==> config.mk <==
export PLATFORM = sky130hd
export DESIGN_NAME = tsoe_mul
export DESIGN_NICKNAME = d
export VERILOG_FILES = /design/src/hw/rtl/assert_macros.svh /design/src/hw/rtl/tsoe_mul.sv
export SDC_FILE = /design/constraint.sdc
export NUM_CORES = 1
export LEC_CHECK = 0
export BUFFER_PORTS_ARGS = -buffer_cell sky130_fd_sc_hd__buf_2
export CORE_UTILIZATION = 58
export CTS_BUF_LIST = sky130_fd_sc_hd__clkbuf_8 sky130_fd_sc_hd__clkbuf_16
export DETAILED_ROUTE_END_ITERATION = 12
export PLACE_DENSITY_LB_ADDON = 0.1
export SLEW_MARGIN = 20
export SYNTH_ARGS = -nofsm -noshare
export SYNTH_HDL_FRONTEND = slang
export SYNTH_SLANG_ARGS = --single-unit
export TNS_END_PERCENT = 20
==> constraint.sdc <==
create_clock -name clk_i -period 11.35 [get_ports clk_i]
set_input_delay 0.5675 -clock clk_i [delete_from_list [all_inputs] [get_ports clk_i]]
set_output_delay 0.5675 -clock clk_i [all_outputs]
set_load 0.01 [all_outputs]
==> src/hw/rtl/assert_macros.svh <==
// Assertion helpers included by the order engine core.
`ifndef ASSERT_MACROS_SVH
`define ASSERT_MACROS_SVH

// Check on every clock edge outside reset.
`define ASSERT_RST(label, prop, msg) \
  label: assert property (@(posedge clk_i) disable iff (!rst_ni) (prop)) else $error(msg);

// Check on every clock edge, reset included.
`define ASSERT_CLK(label, prop, msg) \
  label: assert property (@(posedge clk_i) (prop)) else $error(msg);

`endif

==> src/hw/rtl/tsoe_mul.sv <==
module tsoe_mul #(
  parameter int unsigned A_W = 29,
  parameter int unsigned B_W = 8
) (
  input  logic             clk_i,
  input  logic [A_W-1:0]   a_i,
  input  logic [B_W-1:0]   b_i,
  output logic [A_W+B_W-1:0] p_o
);

  logic [A_W+B_W-1:0] p_q;

  // Register the product of the selected operands
  always_ff @(posedge clk_i) begin
    p_q <= (A_W+B_W)'(a_i) * (A_W+B_W)'(b_i);
  end

  assign p_o = p_q;

endmodule

-- Word level (Yosys, flattened, before mapping)
Index checks and enable logic that the tools add are counted.
- output and inout port bits: 37
- input port bits: 38
- word-level logic and storage cells: 2
- bits in registers: 37
- multipliers: 1
- operators by type and width (cell ; count):
    $mul 29x8->37 ; 1

-- Longest topological paths before layout
- depth after elaboration: 1
- gate-level depth with buffers: 19
- depth with buffers taken out: 17

-- Worst setup path before layout
OpenSTA, ideal clock, no wires.
- path type: input port to flip-flop
- from: input port b_i[3]
- to: register p_q[35] (netlist: p_o[35])
- arrival time: 4.683 ns
- required time: 11.228 ns
- cell stages on the path: 17
- path buffers: 2
- library setup time: 0.122 ns
- setup slack: 6.545 ns
- path through: clkbuf_1 -> clkbuf_1 -> and2_1 -> fa_1 -> fa_1 -> fa_1 -> inv_1 -> fa_1 -> inv_1 -> ha_1 -> o211ai_1 -> a21oi_1 -> nor4_2 -> o31a_1 -> a31oi_1 -> a211o_1 -> o311a_1
- longest elaborated chain between the ends: 1
- ends and longest elaborated chain (what ; line ; RTL):
    from (decl) ; tsoe_mul.sv:7 ; input logic [B_W-1:0] b_i,
    $mul 29x8->37 ; tsoe_mul.sv:15 ; p_q <= (A_W+B_W)'(a_i) * (A_W+B_W)'(b_i);
    to (signal assigned) ; tsoe_mul.sv:15 ;
    to (decl) ; tsoe_mul.sv:11 ; logic [A_W+B_W-1:0] p_q;
Every way passes these cells.

-- Worst setup path after layout
- from: input port b_i[2]
- to: register p_q[35] (netlist: p_o[35])
The elaborated chain is that of the path after synthesis.

==> flow_summary.toml <==
[status]
run_status = "complete, no violations"

[finish]
fill_cells = 1162
layout_commonest_cell = "and2_1"
largest_register_ff_count = 37
area_growth_pct = 7.69
layout-drive-gt1-share = 0.103
fin_nets = 1182
final_cell_mix = "and2_1, fa_1, inv_1, nand2_1, buf_2"
utilization = 0.647
num_antenna_cells = 0
stdcell_area_um2 = 8640

[setup_path]
crit_path_end_kind = "register"
crit_fanout = 29
path_class = "in2reg"
crit_arrival_ns = 5.35
critical_path_required_ns = 11.53
critPathLaunchType = "input port"

[drt]
dr.pass1.iters = 5
vias = 6210
drt-wirelength-per-cell_um = 18.0
wl_met1_um = 7920
drtAntennaViolNets = 0
wirelength_um = 19800
viasPerCell = 5.64
wl_met3_um = 1080
drc = 0
first_iter_violations = 390
wl_met2_um = 10100
route.top_layer_used = "met4"

[placement]
placed_area_um2 = 8500
pre_cts_ws_ns = 5.93
port_buffers = 74
hpwl_um = 15600
gp_congestion = 0.915

[cts]
cts_buffers = 5
post_cts_resized = 0
cts.sinks = 37
root_buffer = "clkbuf_16"
hold_buffers = 0
cts_setup_buffers = 0
cts_tree = "built"
cts_max_level = 2
clock_path_buffers = 2
cts.reportedPaths.clkPinSlew_ns = 0.08

[yosys]
synth_warnings = 0
synth_cells = 875
avgSynthCellArea_um2 = 9.17
synth_compound_gate_area_share = 0.0946
synth-seq-cells = 37
synth_xor_area_frac = 0.0327
synth-main-ff-cell = "dfxtp_1"
synthesis.area_um2 = 8030
synth_fa_ha_area_frac = 0.493
async_flop_share = 0
synth_edf_count = 0
synthTopCellsByArea = "fa_1, and2_1, dfxtp_1"
synth.distinct_cells = 50
synth_top_area_frac = 0.404
synth_top_area_cell = "fa_1"
synth_top_family_by_area = "adder cells"
syn_nets = 1132
synthMuxAreaShare = 0
seq_area_frac_synth = 0.0923
synthSimpleGateAreaFrac = 0.209

[die]
initial_core_util = 0.601
pin_count = 75
dieArea_um2 = 14300
die_w_um = 120
row_count = 42
core_um2 = 13300
die_h_um = 120

[timing]
slew_headroom = 0.563
fmax_mhz = 194
fin_ws_ns = 6.19
rsz0062_at_grt = "no"
finalSetupViolCount = 0
maxSlewViolCount = 0
finalCritPeriodShare = 0.455
hold_viol = 0
tightest_slew_ns = 0.655
tns_ns = 0
period_minus_slack_ns = 5.16

[min_path]
hold_start = "a_i[0]"
hold_depth = 2
holdPathEnd = "p_o[0]$_DFF_P_"
holdCritPathClass = "in2reg"

[power_and_ir_drop]
ir_drop_uv = 189
p_leak_nw = 4.36
power_density_nw_per_um2 = 250

[global_route]
antenna_found_initial = 0
grt.total_usage = 0.297
grt_pass1_wl_um = 32700
overflow = 0
first_global_vias = 6675
grt_max_degree = 30

[flow_run]
maxCapViolCount = 0
-- Yosys cell counts, types with 5 or more instances --
cell,count
and2_1,172
fa_1,162
inv_1,136
nand2_1,91
ha_1,57
dfxtp_1,37
a21oi_1,34
clkbuf_1,28
nor2_1,24
xnor2_1,19
a21o_1,16
o21ai_0,11
xor2_1,11
nand3_1,7
nor3_1,5
-- worst max-delay path, stage by stage --
cell      delay [ns]
buf_2           0.43
nand2_1         0.16
fa_1            0.54
fa_1            0.56
inv_1           0.06
fa_1            0.48
inv_1           0.05
fa_1            0.48
inv_1           0.05
ha_1            0.32
o211ai_1        0.10
a21oi_1         0.08
nor4_2          0.54
o31a_1          0.32
a31oi_1         0.15
a211o_1         0.33
o311a_1         0.12
-- worst max-delay path by stage --
stage / slack, ns / to / from / cells past startpoint
detailed placement: 5.93 / p_o[35]$_DFF_P_ / b_i[2] / 17
CTS: 6.21 / p_o[35]$_DFF_P_ / b_i[2] / 17
global placement: 6.03 / p_o[35]$_DFF_P_ / b_i[2] / 17
floorplan: 6.55 / p_o[35]$_DFF_P_ / b_i[3] / 17
finish: 6.19 / p_o[35]$_DFF_P_ / b_i[2] / 17
global route: 5.99 / p_o[35]$_DFF_P_ / b_i[3] / 17
-- area by class of cell --
cell class | instances | area, um2 | area share
clock buffers | 5 | 125 | 0.0145
clock inverters | 3 | 21.3 | 0.00246
inverters | 136 | 510 | 0.0591
multi-input cells | 671 | 6650 | 0.770
flip-flops and latches | 37 | 741 | 0.0857
well taps | 176 | 220 | 0.0255
repair buffers | 74 | 370 | 0.0429
-- cells by family (layout without fill, tap and decap cells) --
family	count (synthesis)	after routing
AND/OR/NAND/NOR	314	314
adder cells (fa/ha/maj)	219	219
buffers and inverters	167	218
AO/OA/AOI/OAI	108	108
flip-flops	37	37
XOR/XNOR	30	30
-- power breakdown --
part,switching [mW],internal [mW]
clock,0.0693,0.0821
sequential,0.0155,0.216
combinational,1.06,0.721
-- through the flow --
step	instances	power, mW	hold WS [ns]
6_report	1102	2.16	0.611
5_1_grt	1102	2.36	0.618
4_1_cts	1102	2.16	0.601
3_5_place_dp	1094	2.00	0.919
3_3_place_gp	1094	1.98	0.919
2_1_floorplan	875	1.54	0.695
-- routing by layer --
| metal | global-route usage | vias up |
|---|---|---|
| met5 | 0 | - |
| met4 | 0.145 | 0 |
| met3 | 0.0333 | 40 |
| met2 | 0.516 | 217 |
| met1 | 0.367 | 3147 |
| li1 | - | 2806 |
No activity file was read; power rests on OpenSTA's default activity.
